## src/sv/double_ended_ring_queue_top_defines.svh

```systemverilog
// Assertion macros for the double-ended ring queue.
// Used by the top level only; these macros expand to nothing in synthesis builds.
`ifndef DOUBLE_ENDED_RING_QUEUE_TOP_DEFINES_SVH
`define DOUBLE_ENDED_RING_QUEUE_TOP_DEFINES_SVH
`ifndef SYNTHESIS
`define DQ_ASSERT_SAME(lbl, clk, rst, ante, cons) \
  lbl: assert property (@(posedge clk) disable iff (rst) (ante) |-> (cons)) \
    else $error("dq assertion failed");
`define DQ_ASSERT_NEXT(lbl, clk, rst, ante, cons) \
  lbl: assert property (@(posedge clk) disable iff (rst) (ante) |=> (cons)) \
    else $error("dq assertion failed");
`else
`define DQ_ASSERT_SAME(lbl, clk, rst, ante, cons)
`define DQ_ASSERT_NEXT(lbl, clk, rst, ante, cons)
`endif
`endif

```

## src/sv/dq_pkg.sv

```systemverilog
// Shared types and codes for the double-ended ring queue.
// No dependencies; the front end, command queue, back end and top level import it.
`timescale 1ns / 1ps
package dq_pkg;

  localparam int VAL_W = 32;
  localparam int OCC_W = 7;

  typedef enum logic [2:0] {
    OP_PUSH_FRONT = 3'd0,
    OP_PUSH_BACK  = 3'd1,
    OP_POP_FRONT  = 3'd2,
    OP_POP_BACK   = 3'd3,
    OP_LIST       = 3'd4
  } op_t;

  typedef enum logic [1:0] {
    STAT_OK    = 2'd0,
    STAT_EMPTY = 2'd1,
    STAT_FULL  = 2'd2
  } status_t;

  typedef struct packed {
    op_t                     op;
    logic signed [VAL_W-1:0] value;
  } cmd_t;

  typedef struct packed {
    status_t                 status;
    logic signed [VAL_W-1:0] entry;
    logic                    last;
  } res_t;

  typedef struct packed {
    logic             listing;
    logic [OCC_W-1:0] occ;
  } bk_stat_t;

endpackage

```

## src/sv/double_ended_ring_queue_top.sv

```systemverilog
// Double-ended ring queue of signed 32-bit values, DEPTH entries deep.
// Each item inserts at the front or back, removes from the front or back, or
// lists the contents front to back. An item passes a two-entry command queue
// and is then executed by the back end, giving one result; a listing of N
// entries gives N results at one per cycle while the output queue has room,
// paced by the single read port of the entry RAM, and the next command starts
// only once the last read has returned. Operation codes 5 to 7 are taken and
// produce no result. Results wait in a two-entry output queue, so with the
// command queue the input keeps flowing for a few items while a result is
// stalled. No clearing pass is needed after reset.
`timescale 1ns / 1ps
`include "double_ended_ring_queue_top_defines.svh"
module double_ended_ring_queue_top import dq_pkg::*; #(
  parameter int DEPTH = 64
) (
  input  logic                    clk,
  input  logic                    rst,
  input  logic                    in_valid,
  output logic                    in_ready,
  input  logic [2:0]              operation,
  input  logic signed [VAL_W-1:0] value,
  output logic                    out_valid,
  input  logic                    out_ready,
  output logic [1:0]              status,
  output logic signed [VAL_W-1:0] entry,
  output logic                    last
);

  logic     fq_valid;
  logic     fq_ready;
  cmd_t     fq_cmd;
  logic     qb_valid;
  logic     qb_ready;
  cmd_t     qb_cmd;
  status_t  bk_status;
  bk_stat_t bk_stat;

  dq_front u_front (
    .in_valid  (in_valid),
    .in_ready  (in_ready),
    .operation (operation),
    .value     (value),
    .cmd_valid (fq_valid),
    .cmd_ready (fq_ready),
    .cmd       (fq_cmd)
  );

  dq_cmdq u_cmdq (
    .clk        (clk),
    .rst        (rst),
    .push_valid (fq_valid),
    .push_ready (fq_ready),
    .push_cmd   (fq_cmd),
    .pop_valid  (qb_valid),
    .pop_ready  (qb_ready),
    .pop_cmd    (qb_cmd)
  );

  dq_back #(.DEPTH(DEPTH)) u_back (
    .clk       (clk),
    .rst       (rst),
    .cmd_valid (qb_valid),
    .cmd_ready (qb_ready),
    .cmd       (qb_cmd),
    .out_valid (out_valid),
    .out_ready (out_ready),
    .status    (bk_status),
    .entry     (entry),
    .last      (last),
    .stat      (bk_stat)
  );

  assign status = bk_status;

  // Error results are always single, final and carry no entry.
  `DQ_ASSERT_SAME(a_err_shape, clk, rst, out_valid && (bk_status != STAT_OK), last && (entry == '0))
  `DQ_ASSERT_SAME(a_occ_bound, clk, rst, 1'b1, bk_stat.occ <= OCC_W'(DEPTH))
  // A listing never changes the contents.
  `DQ_ASSERT_NEXT(a_list_stable, clk, rst, bk_stat.listing, $stable(bk_stat.occ))
  `DQ_ASSERT_SAME(a_list_busy, clk, rst, bk_stat.listing, !qb_ready)

endmodule

```

## src/sv/dq_ram.sv

```systemverilog
// Generic single-write, single-read RAM with registered read data.
// No dependencies.
`timescale 1ns / 1ps
module dq_ram #(
  parameter int WIDTH = 32,
  parameter int DEPTH = 64
) (
  input  logic                     clk,
  input  logic                     we,
  input  logic [$clog2(DEPTH)-1:0] waddr,
  input  logic [WIDTH-1:0]         wdata,
  input  logic [$clog2(DEPTH)-1:0] raddr,
  output logic [WIDTH-1:0]         rdata
);

  logic [WIDTH-1:0] mem [DEPTH];

  always_ff @(posedge clk) begin
    if (we) begin
      mem[waddr] <= wdata;
    end
    rdata <= mem[raddr];
  end

endmodule

```

## src/sv/dq_front.sv

```systemverilog
// Front end: accepts input items, decodes the operation code and drops
// undefined codes. Depends on dq_pkg.
`timescale 1ns / 1ps
module dq_front import dq_pkg::*; (
  input  logic                    in_valid,
  output logic                    in_ready,
  input  logic [2:0]              operation,
  input  logic signed [VAL_W-1:0] value,
  output logic                    cmd_valid,
  input  logic                    cmd_ready,
  output cmd_t                    cmd
);

  logic known;

  always_comb begin
    unique case (operation)
      OP_PUSH_FRONT, OP_PUSH_BACK, OP_POP_FRONT, OP_POP_BACK, OP_LIST: known = 1'b1;
      default: known = 1'b0;
    endcase
  end

  // Undefined codes are taken and dropped; they never reach the back end.
  assign in_ready  = cmd_ready;
  assign cmd_valid = in_valid && known;
  assign cmd.op    = op_t'(operation);
  assign cmd.value = value;

endmodule

```

## src/sv/dq_cmdq.sv

```systemverilog
// Two-entry command queue between the front and back ends.
// Depends on dq_pkg.
`timescale 1ns / 1ps
module dq_cmdq import dq_pkg::*; (
  input  logic clk,
  input  logic rst,
  input  logic push_valid,
  output logic push_ready,
  input  cmd_t push_cmd,
  output logic pop_valid,
  input  logic pop_ready,
  output cmd_t pop_cmd
);

  cmd_t       slots [2];
  logic       head;
  logic [1:0] cnt;
  logic       push;
  logic       pop;
  logic       tail;

  assign push_ready = (cnt != 2'd2);
  assign pop_valid  = (cnt != 2'd0);
  assign pop_cmd    = slots[head];
  assign push       = push_valid && push_ready;
  assign pop        = pop_valid && pop_ready;
  assign tail       = head ^ cnt[0];

  always_ff @(posedge clk) begin
    if (rst) begin
      head <= 1'b0;
      cnt  <= 2'd0;
    end else begin
      if (pop) begin
        head <= ~head;
      end
      cnt <= cnt + {1'b0, push} - {1'b0, pop};
    end
  end

  always_ff @(posedge clk) begin
    if (push) begin
      slots[tail] <= push_cmd;
    end
  end

endmodule

```

## src/sv/dq_back.sv

```systemverilog
// Back end: owns the ring pointers and the entry RAM, executes commands and
// buffers results in a two-entry output queue. Depends on dq_pkg and dq_ram.
`timescale 1ns / 1ps
module dq_back import dq_pkg::*; #(
  parameter int DEPTH = 64
) (
  input  logic                    clk,
  input  logic                    rst,
  input  logic                    cmd_valid,
  output logic                    cmd_ready,
  input  cmd_t                    cmd,
  output logic                    out_valid,
  input  logic                    out_ready,
  output status_t                 status,
  output logic signed [VAL_W-1:0] entry,
  output logic                    last,
  output bk_stat_t                stat
);

  localparam int PW = $clog2(DEPTH);
  localparam int CW = $clog2(DEPTH + 1);
  localparam int SW = CW + 1;

  typedef enum logic [1:0] {
    S_EXEC = 2'b01,
    S_LIST = 2'b10
  } state_t;

  function automatic logic [PW-1:0] ring_add(logic [PW-1:0] base, logic [CW-1:0] ofs);
    logic [SW-1:0] s;
    s = SW'(base) + SW'(ofs);
    if (s >= SW'(DEPTH)) begin
      s = s - SW'(DEPTH);
    end
    return s[PW-1:0];
  endfunction

  state_t        state, state_next;
  logic [PW-1:0] fp, fp_next;
  logic [CW-1:0] occ, occ_next;
  logic [CW-1:0] idx, idx_next;
  logic          inflight;
  logic          infl_last;

  logic              we;
  logic [PW-1:0]     waddr;
  logic [PW-1:0]     raddr;
  logic [VAL_W-1:0]  rdata;
  logic              issue;
  logic              issue_last;
  logic              direct_push;
  status_t           direct_status;

  res_t       oq [2];
  logic       oq_head;
  logic [1:0] oq_cnt;
  logic [1:0] used;
  logic       oq_pop;
  logic       oq_push;
  logic       oq_tail;
  logic       room;
  logic       full;
  logic       empty;
  res_t       push_res;

  assign out_valid = (oq_cnt != 2'd0);
  assign oq_pop    = out_valid && out_ready;
  assign used      = oq_cnt + {1'b0, inflight};
  // A slot must be free for any result that could land next cycle.
  assign room      = (used < 2'd2) || oq_pop;
  assign full      = (occ == CW'(DEPTH));
  assign empty     = (occ == '0);

  always_comb begin
    state_next    = state;
    fp_next       = fp;
    occ_next      = occ;
    idx_next      = idx;
    we            = 1'b0;
    waddr         = fp;
    raddr         = ring_add(fp, idx);
    issue         = 1'b0;
    issue_last    = (idx == occ - CW'(1));
    direct_push   = 1'b0;
    direct_status = STAT_OK;
    cmd_ready     = 1'b0;
    unique case (state)
      S_LIST: begin
        if (room) begin
          issue    = 1'b1;
          idx_next = idx + CW'(1);
          if (issue_last) begin
            state_next = S_EXEC;
          end
        end
      end
      S_EXEC: begin
        if (cmd_valid && !inflight && room) begin
          cmd_ready = 1'b1;
          unique case (cmd.op)
            OP_PUSH_FRONT: begin
              direct_push = 1'b1;
              if (full) begin
                direct_status = STAT_FULL;
              end else begin
                fp_next  = (fp == '0) ? PW'(DEPTH - 1) : fp - PW'(1);
                we       = 1'b1;
                waddr    = fp_next;
                occ_next = occ + CW'(1);
              end
            end
            OP_PUSH_BACK: begin
              direct_push = 1'b1;
              if (full) begin
                direct_status = STAT_FULL;
              end else begin
                we       = 1'b1;
                waddr    = ring_add(fp, occ);
                occ_next = occ + CW'(1);
              end
            end
            OP_POP_FRONT: begin
              direct_push = 1'b1;
              if (empty) begin
                direct_status = STAT_EMPTY;
              end else begin
                fp_next  = ring_add(fp, CW'(1));
                occ_next = occ - CW'(1);
              end
            end
            OP_POP_BACK: begin
              direct_push = 1'b1;
              if (empty) begin
                direct_status = STAT_EMPTY;
              end else begin
                occ_next = occ - CW'(1);
              end
            end
            OP_LIST: begin
              if (empty) begin
                direct_push   = 1'b1;
                direct_status = STAT_EMPTY;
              end else begin
                state_next = S_LIST;
                idx_next   = '0;
              end
            end
            default: begin
            end
          endcase
        end
      end
      default: begin
        state_next = S_EXEC;
      end
    endcase
  end

  dq_ram #(.WIDTH(VAL_W), .DEPTH(DEPTH)) u_ram (
    .clk   (clk),
    .we    (we),
    .waddr (waddr),
    .wdata (cmd.value),
    .raddr (raddr),
    .rdata (rdata)
  );

  always_ff @(posedge clk) begin
    if (rst) begin
      state    <= S_EXEC;
      fp       <= '0;
      occ      <= '0;
      idx      <= '0;
      inflight <= 1'b0;
    end else begin
      state    <= state_next;
      fp       <= fp_next;
      occ      <= occ_next;
      idx      <= idx_next;
      inflight <= issue;
    end
  end

  always_ff @(posedge clk) begin
    if (issue) begin
      infl_last <= issue_last;
    end
  end

  // Read data and direct results never land in the same cycle: a command
  // starts only once no read is outstanding.
  assign oq_push = inflight || direct_push;
  assign oq_tail = oq_head ^ oq_cnt[0];

  always_comb begin
    if (inflight) begin
      push_res.status = STAT_OK;
      push_res.entry  = rdata;
      push_res.last   = infl_last;
    end else begin
      push_res.status = direct_status;
      push_res.entry  = '0;
      push_res.last   = 1'b1;
    end
  end

  always_ff @(posedge clk) begin
    if (rst) begin
      oq_head <= 1'b0;
      oq_cnt  <= 2'd0;
    end else begin
      if (oq_pop) begin
        oq_head <= ~oq_head;
      end
      oq_cnt <= oq_cnt + {1'b0, oq_push} - {1'b0, oq_pop};
    end
  end

  always_ff @(posedge clk) begin
    if (oq_push) begin
      oq[oq_tail] <= push_res;
    end
  end

  assign status       = oq[oq_head].status;
  assign entry        = oq[oq_head].entry;
  assign last         = oq[oq_head].last;
  assign stat.listing = (state == S_LIST);
  assign stat.occ     = OCC_W'(occ);

endmodule
```

## config.mk

```make
export PLATFORM = sky130hd
export DESIGN_NAME = double_ended_ring_queue_top
export DESIGN_NICKNAME = d
export VERILOG_FILES = /design/src/sv/dq_pkg.sv /design/src/sv/double_ended_ring_queue_top.sv /design/src/sv/dq_ram.sv /design/src/sv/dq_front.sv /design/src/sv/dq_cmdq.sv /design/src/sv/dq_back.sv
export VERILOG_INCLUDE_DIRS = /design/src /design/src/sv
export SDC_FILE = /design/constraint.sdc
export NUM_CORES = 2
export LEC_CHECK = 0
export BUFFER_PORTS_ARGS = -buffer_cell sky130_fd_sc_hd__buf_4
export CAP_MARGIN = 20
export CORE_UTILIZATION = 40
export DETAILED_ROUTE_END_ITERATION = 12
export GPL_ROUTABILITY_DRIVEN = 0
export PLACE_DENSITY_LB_ADDON = 0.15
export REMOVE_ABC_BUFFERS = 1
export SKIP_LAST_GASP = 1
export SLEW_MARGIN = 20
export SYNTH_ARGS = -nofsm -noshare
export SYNTH_HDL_FRONTEND = slang
export SYNTH_SLANG_ARGS = --single-unit
```

## constraint.sdc

```tcl
create_clock -name clk -period 4.9 [get_ports clk]
set_input_delay 0.245 -clock clk [delete_from_list [all_inputs] [get_ports clk]]
set_output_delay 0.245 -clock clk [all_outputs]
set_load 0.01 [all_outputs]
```

# [After elaboration in Yosys (flattened, before gate mapping)]
# Memory sizes are Yosys's and may differ from the RTL's. A register that Yosys moved wholly into a read port is not among the register bits.
# Cells that the tools add are included.
# W data, S select, Z words.
[word_totals] register_bits=30 ramBits=2188 input_bits=39 out_inout_bits=37 wordCells=138 n_memories=3
[memory_table] memory="u_back.u_ram.mem" depth=64 word_bits=32 rd=1 rd_clocked_by_memory_dff=1 wr=1 line_no="dq_ram.sv:16" rtl="logic [WIDTH-1:0] mem [DEPTH];"
[memory_table] memory="u_back.oq" depth=2 word_bits=35 rd=1 rd_clocked_by_memory_dff=1 wr=1 line_no="dq_back.sv:54" rtl="res_t oq [2];"
[memory_table] memory="u_cmdq.slots" depth=2 word_bits=35 rd=1 rd_clocked_by_memory_dff=1 wr=1 line_no="dq_cmdq.sv:15" rtl="cmd_t slots [2];"
[classes] add_sub_neg=15 n_lt_le_gt_ge=4 n_eq_ne=21 muxes=54 bitwise=4 n_reduce_logical=27
[ops] cell="$mux W6" n=9
[ops] cell="$mux W7" n=6
[ops] cell="$mux W35" n=1
[ops] cell="$pmux W7 S2" n=2
[ops] cell="$pmux W6 S2" n=2
[ops] cell="$sub A6 B1 Y6 const B" n=4
[ops] cell="$mux W1" n=23
[ops] cell="$add A6 B7 Y8" n=2
[ops] cell="$ge A8 B7 Y1 const B" n=2
[ops] cell="$mux W2" n=8
[ops] cell="$reduce_and A5 Y1" n=3
[ops] cell="$add A7 B1 Y7 const B" n=2
[ops] cell="$eq A3 B2 Y1 const B" n=4
[ops] cell="$ne A2 B2 Y1 const B" n=5
[ops] cell="$reduce_bool A2 Y1" n=5
[ops] cell="$ne A2 B1 Y1 const B" n=4
[ops] cell="$pmux W2 S2" n=2
[ops] cell="$add A6 B1 Y7 const B" n=1
[ops] cell="$eq A7 B7 Y1" n=1
[ops] cell="$eq A7 B7 Y1 const B" n=1
[ops] cell="$ge A7 B7 Y1 const B" n=1
[ops] cell="$logic_not A7 Y1" n=1
[ops] cell="$sub A7 B1 Y7 const B" n=1
[ops] cell="$add A2 B1 Y2" n=3
[ops] cell="other kinds (19)" n=32

# [Depth between registers and ports, before layout]
[depth] depth_word=9 depth_mapped=13 ltp_nobuf=11

# [Cells and area by module]
# A second synthesis with hierarchy kept.
[hier_totals] hier_cells=3983 hier_area_um2=87118.6
[modules_own_cells] mod="dq_ram" n_inst=1 cells_per_inst=3324 area_each_um2=78512.8 seq_area_each_um2=62139.6
[modules_own_cells] mod="dq_back" n_inst=1 cells_per_inst=487 area_each_um2=5422.7 seq_area_each_um2=2672.6
[modules_own_cells] mod="dq_cmdq" n_inst=1 cells_per_inst=134 area_each_um2=2901.5 seq_area_each_um2=2182.1
[modules_own_cells] mod="dq_front" n_inst=1 cells_per_inst=38 area_each_um2=281.5 seq_area_each_um2=0.0

# [Least setup slack after synthesis]
# Ideal clock, no wire load.
[synth_timing] kind="register to register" start="reg u_back.fp[1]" end="mem u_back.u_ram.mem[35][0] (enable)" setup_ns=0.461 arrival_ns=4.585 required_ns=4.439 setup_slack_ns=-0.146 path_stages_with_launch=11 n_path_buf=2 synth_period_minus_slack_ns=5.046 path_cell_list="dfxtp_1 -> clkbuf_1 -> inv_1 -> fa_1 -> nand2b_1 -> a21oi_1 -> xor2_1 -> a32o_1 -> or3_1 -> buf_6 -> nor3_1"
[synth_via] elab_chain_len=7 elab_cells_between_ends=12 cone_classes="add/sub: 3; order compare: 1; mux: 7; reduce/logical: 1"
[synth_rtl] item="start, declared" line_no="dq_back.sv:39" rtl="logic [PW-1:0] fp, fp_next;"
[synth_rtl] item="start signal, assigned" line_no="dq_back.sv:177" rtl="fp <= fp_next;"
[synth_rtl] item="$add A6 B7 Y8" line_no="dq_back.sv:31" rtl="s = SW'(base) + SW'(ofs);"
[synth_rtl] item="$ge A8 B7 Y1 or $sub A6 B1 Y6 (tied branches)" line_no="dq_back.sv:32, dq_back.sv:33"
[synth_rtl] item="$mux W6" line_no="dq_back.sv:32" rtl="if (s >= SW'(DEPTH)) begin"
[synth_rtl] item="$mux W6" line_no="dq_back.sv:114" rtl="if (full) begin"
[synth_rtl] item="$pmux W6 S2" line_no="dq_back.sv:100" rtl="unique case (cmd.op)"
[synth_rtl] item="$mux W6" line_no="dq_back.sv:98" rtl="if (cmd_valid && !inflight && room) begin"
[synth_rtl] item="$mux W6 *" line_no="dq_back.sv:87" rtl="unique case (state)"
[synth_rtl] item="end, declared" line_no="dq_ram.sv:16"
# Every way passes the cells marked *; elsewhere a longest branch is shown, timed or not.

# [Worst setup path after layout]
[layout_timing] start="reg u_back.fp[0]" end="reg u_back.u_ram.rdata[25] (read register of u_back.u_ram.mem)"
[layout_via] elab_chain_len=3 elab_cells_between_ends=4 cone_classes="add/sub: 2; order compare: 1; mux: 1"
[layout_rtl] item="$add A6 B7 Y8 *" line_no="dq_back.sv:31"
[layout_rtl] item="$ge A8 B7 Y1 or $sub A6 B1 Y6 (tied branches)" line_no="dq_back.sv:32, dq_back.sv:33"
[layout_rtl] item="$mux W6 *" line_no="dq_back.sv:32"
[layout_rtl] item="end, declared" line_no="dq_ram.sv:13" rtl="output logic [WIDTH-1:0] rdata"
# Marks and branches as above.
# A chain may end at the register's enable or synchronous reset.

==> results.md <==
- CP endpoint: u_back.u_ram.rdata[25]
- Full die area: 222,000 µm²
- DRC marker count from the first detailed-route iteration: 4,655
- Nets: 4,674
- Routed vias/inst: 5.85
- Placed cells: 7,194
- VDD IR-drop max: 0.441 mV
- Site Rows: 171
- Total gr overflow: 0
- GRT Overall Usage: 22.6%
- Port bufs: 75
- Status: finished clean
- Worst-margin pin slew: 1170 ps
- Synthesis-stage register bit count: 2,252
- Final worst-path cycle share: 99.3%
- Global-route wire length before repair: 352,000 µm
- WL final: 250,000 µm
- Synth cell types: 88
- Final hold slack: 89.8 ps
- Core area: 218,000 µm²
- Leading cell type by number of instances after synthesis: edfxtp_1
- Worst R2R Path Depth: 11
- CTS buffer count: 229
- List of most frequent post-synthesis cells: edfxtp_1, mux4_2, nand2_1
- Gate Count Post-Synth: 4,261
- Max Fanout on Critical Path: 38
- Top Ports: 76
- Root Driver: clkbuf_16
- Worst R2R Start: u_back.fp[0]
- Register area share after synthesis: 76.2%
- Max Root-Sink Buffers: 3
- Min cycle time layout: 4870 ps
- Worst setup EP type: register
- Reg-to-reg endpoint: u_back.u_ram.rdata[25]
- P&R area growth vs syn: 16.2%
- Initial antenna violation count: 17
- Cell area power density: 502 nW/µm²
- Placed inst area: 94,300 µm²
- Pins Over Slew Limit: 0
- # DRC: 0
- Post-CTS resize count: 0
- Vias in the first global route: 45,837
- Worst Path Arrival: 5620 ps
- Non-Filler Instances: 7,670
- Rel. slew slack: 22.1%
- Avg Cell Area, Syn: 20.6 µm²
- Vias post-DR: 44,884
- Final Setup Violations: 0
- RSZ-0062 raised after global routing: false
- Final worst setup slack: 33.4 ps
- Pleak: 31.8 nW
- H-tree levels: 4
- Fraction of layout cells with a size suffix above 1: 28.0%
- Worst setup path start: u_back.fp[0]
- Critical path class: reg -> reg
- Post-synth EDFFs: 2,189
- Yosys top cell by area: edfxtp_1
- Worst slack, placed: 196 ps
- CTS tree: built
- Fin area: 102,000 µm²
- Synth Flop Type: edfxtp_1
- Worst R2R Setup Slack: 30 ps
- Die W: 471 µm
- Final Power: 51.2 mW
- Worst path required time: 5650 ps
- Share of the synthesized area in the top cell type: 74.8%
- Clk slew on worst S/H paths: 60 ps
- Worst Skew: 69.9 ps
- Initial Util: 40.3%
- ANT nets after route: 0
- Mapped Area: 87,900 µm²
- WL/cell: 32.6 µm
- Max Cap Viol: 0
- Largest net degree at the start of global routing: 111
- Clk sinks: 2,252
- Chip height: 471 µm
- Worst skew pair latency: 880 ps
- Worst hold-check path type: in -> reg
- Startpoint types: register
- Top cells by area, synth: edfxtp_1, mux4_2, dfxtp_1, nand2_1, mux2_2
- Fin. Hold Viols: 0
- Yosys warnings: 0
- Peak Freq: 0.205 GHz
- TritonRoute pass-1 iters: 5
- Asr flop ratio synth: 0%
- Post-detail-place hpwl: 141,000 µm
-- metal layers --
metal	GRT usage [%]	wire length, µm	vias up
met4	5.36	5290	6
met5	0	41	-
met1	31.6	106000	24424
met3	4.05	18300	309
li1	-	-	18528
met2	36.7	121000	1617
-- layout make-up --
| class | count | area (µm²) |
|---|---|---|
| antenna | 7 | 17.5 |
| clock buffer | 312 | 6180 |
| clock inverter | 117 | 1190 |
| fill | 18156 | 116000 |
| inverter | 25 | 93.8 |
| multi-input combinational | 1724 | 20200 |
| sequential | 2252 | 67000 |
| tap | 2854 | 3570 |
| timing repair buffer | 379 | 3840 |
-- flip-flops by register name, summed over array words and instances (netlist names), 2 cells and up, named ones only --
register,count
u_back.idx,7
u_cmdq.cnt,2
u_back.oq,70
u_back.state,2
u_back.u_ram.rdata,32
u_back.u_ram.mem,2048
u_back.fp,6
u_back.oq_cnt,2
u_cmdq.slots,70
u_back.occ,7
-- where the power goes --
part	leakage [nW]	internal [mW]	switching (mW)	total (mW)
Combinational	7.95	3.66	6.81	10.5
Sequential	20.2	23.2	0.355	23.6
Clock	3.58	9.82	7.36	17.2
-- worst min path at each step --
stage	depth (start not counted)	slack, ps	endpoint	startpoint
floorplan	1	310	u_back.fp[3]	rst
global placement	1	430	u_cmdq.slots[0][22]	value[22]
detailed placement	1	430	u_cmdq.slots[0][18]	value[18]
CTS	2	9	u_cmdq.slots[1][23]	value[23]
global route	2	40	u_cmdq.slots[1][23]	value[23]
finish	2	90	u_cmdq.slots[1][23]	value[23]
-- kinds of logic after synthesis --
logic type / share of synthesized area, %
xor gates and xnor gates: 0.329
and+or+nand+nor: 4.22
muxes: 14.8
adders and majority gates: 0.359
AOI/OAI and AO/OA: 2.67
buffers and inverters: 1.37
DFF: 76.2
-- critical path: stages, from the launching register on --
cell       delay (ps)
dfxtp_1           470
ha_4              250
fa_4              850
buf_12            220
buf_12            270
buf_4             430
mux4_2            360
and2_1            160
a2111oi_0         630
a31oi_1           230
o22ai_1           520
and4b_1           270
-- stage by stage --
| stage | util [%] | TNS, ps |
|---|---|---|
| global placement | 43.3 | 0 |
| finish | 46.9 | 0 |
| global route | 46.9 | 0 |
| CTS | 46.8 | 0 |
| detailed placement | 43.3 | 0 |
| floorplan | - | -1396920 |
-- repair_timing --
item	4_1_cts	5_1_grt
hold endpoints to repair	105	0
hold buffers	39	0
buffers inserted	0	0
-- cells in the final DEF, fill, tap and decap left out, types with 8 or more instances in the layout --
master / netlist / routed
mux4_2: 512 / 512
nand2_1: 277 / 277
a32oi_1: 32 / 32
buf_12: 0 / 72
nor3_2: 18 / 53
a21oi_1: 27 / 26
and4b_1: 31 / 31
nand4_1: 70 / 70
clkbuf_16: 0 / 232
nor2_1: 42 / 36
o22ai_1: 32 / 32
and2_1: 95 / 95
bufinv_16: 0 / 19
dfxtp_1: 63 / 61
edfxtp_1: 2189 / 2189
xor2_1: 14 / 13
clkinv_1: 0 / 41
clkinv_2: 0 / 37
mux2_2: 68 / 65
inv_1: 24 / 24
ha_1: 22 / 21
o21ai_0: 34 / 34
nor3_1: 66 / 16
and3_1: 9 / 9
buf_4: 3 / 268
clkbuf_1: 152 / 73
dlygate4sd3_1: 0 / 39
nand3_1: 27 / 27
nor3_4: 1 / 16
mux2i_1: 69 / 69
a2111oi_0: 63 / 63
xnor2_1: 19 / 18
a31oi_1: 67 / 67
nand2b_1: 8 / 8
No activity file was read; power rests on OpenSTA's default activity.
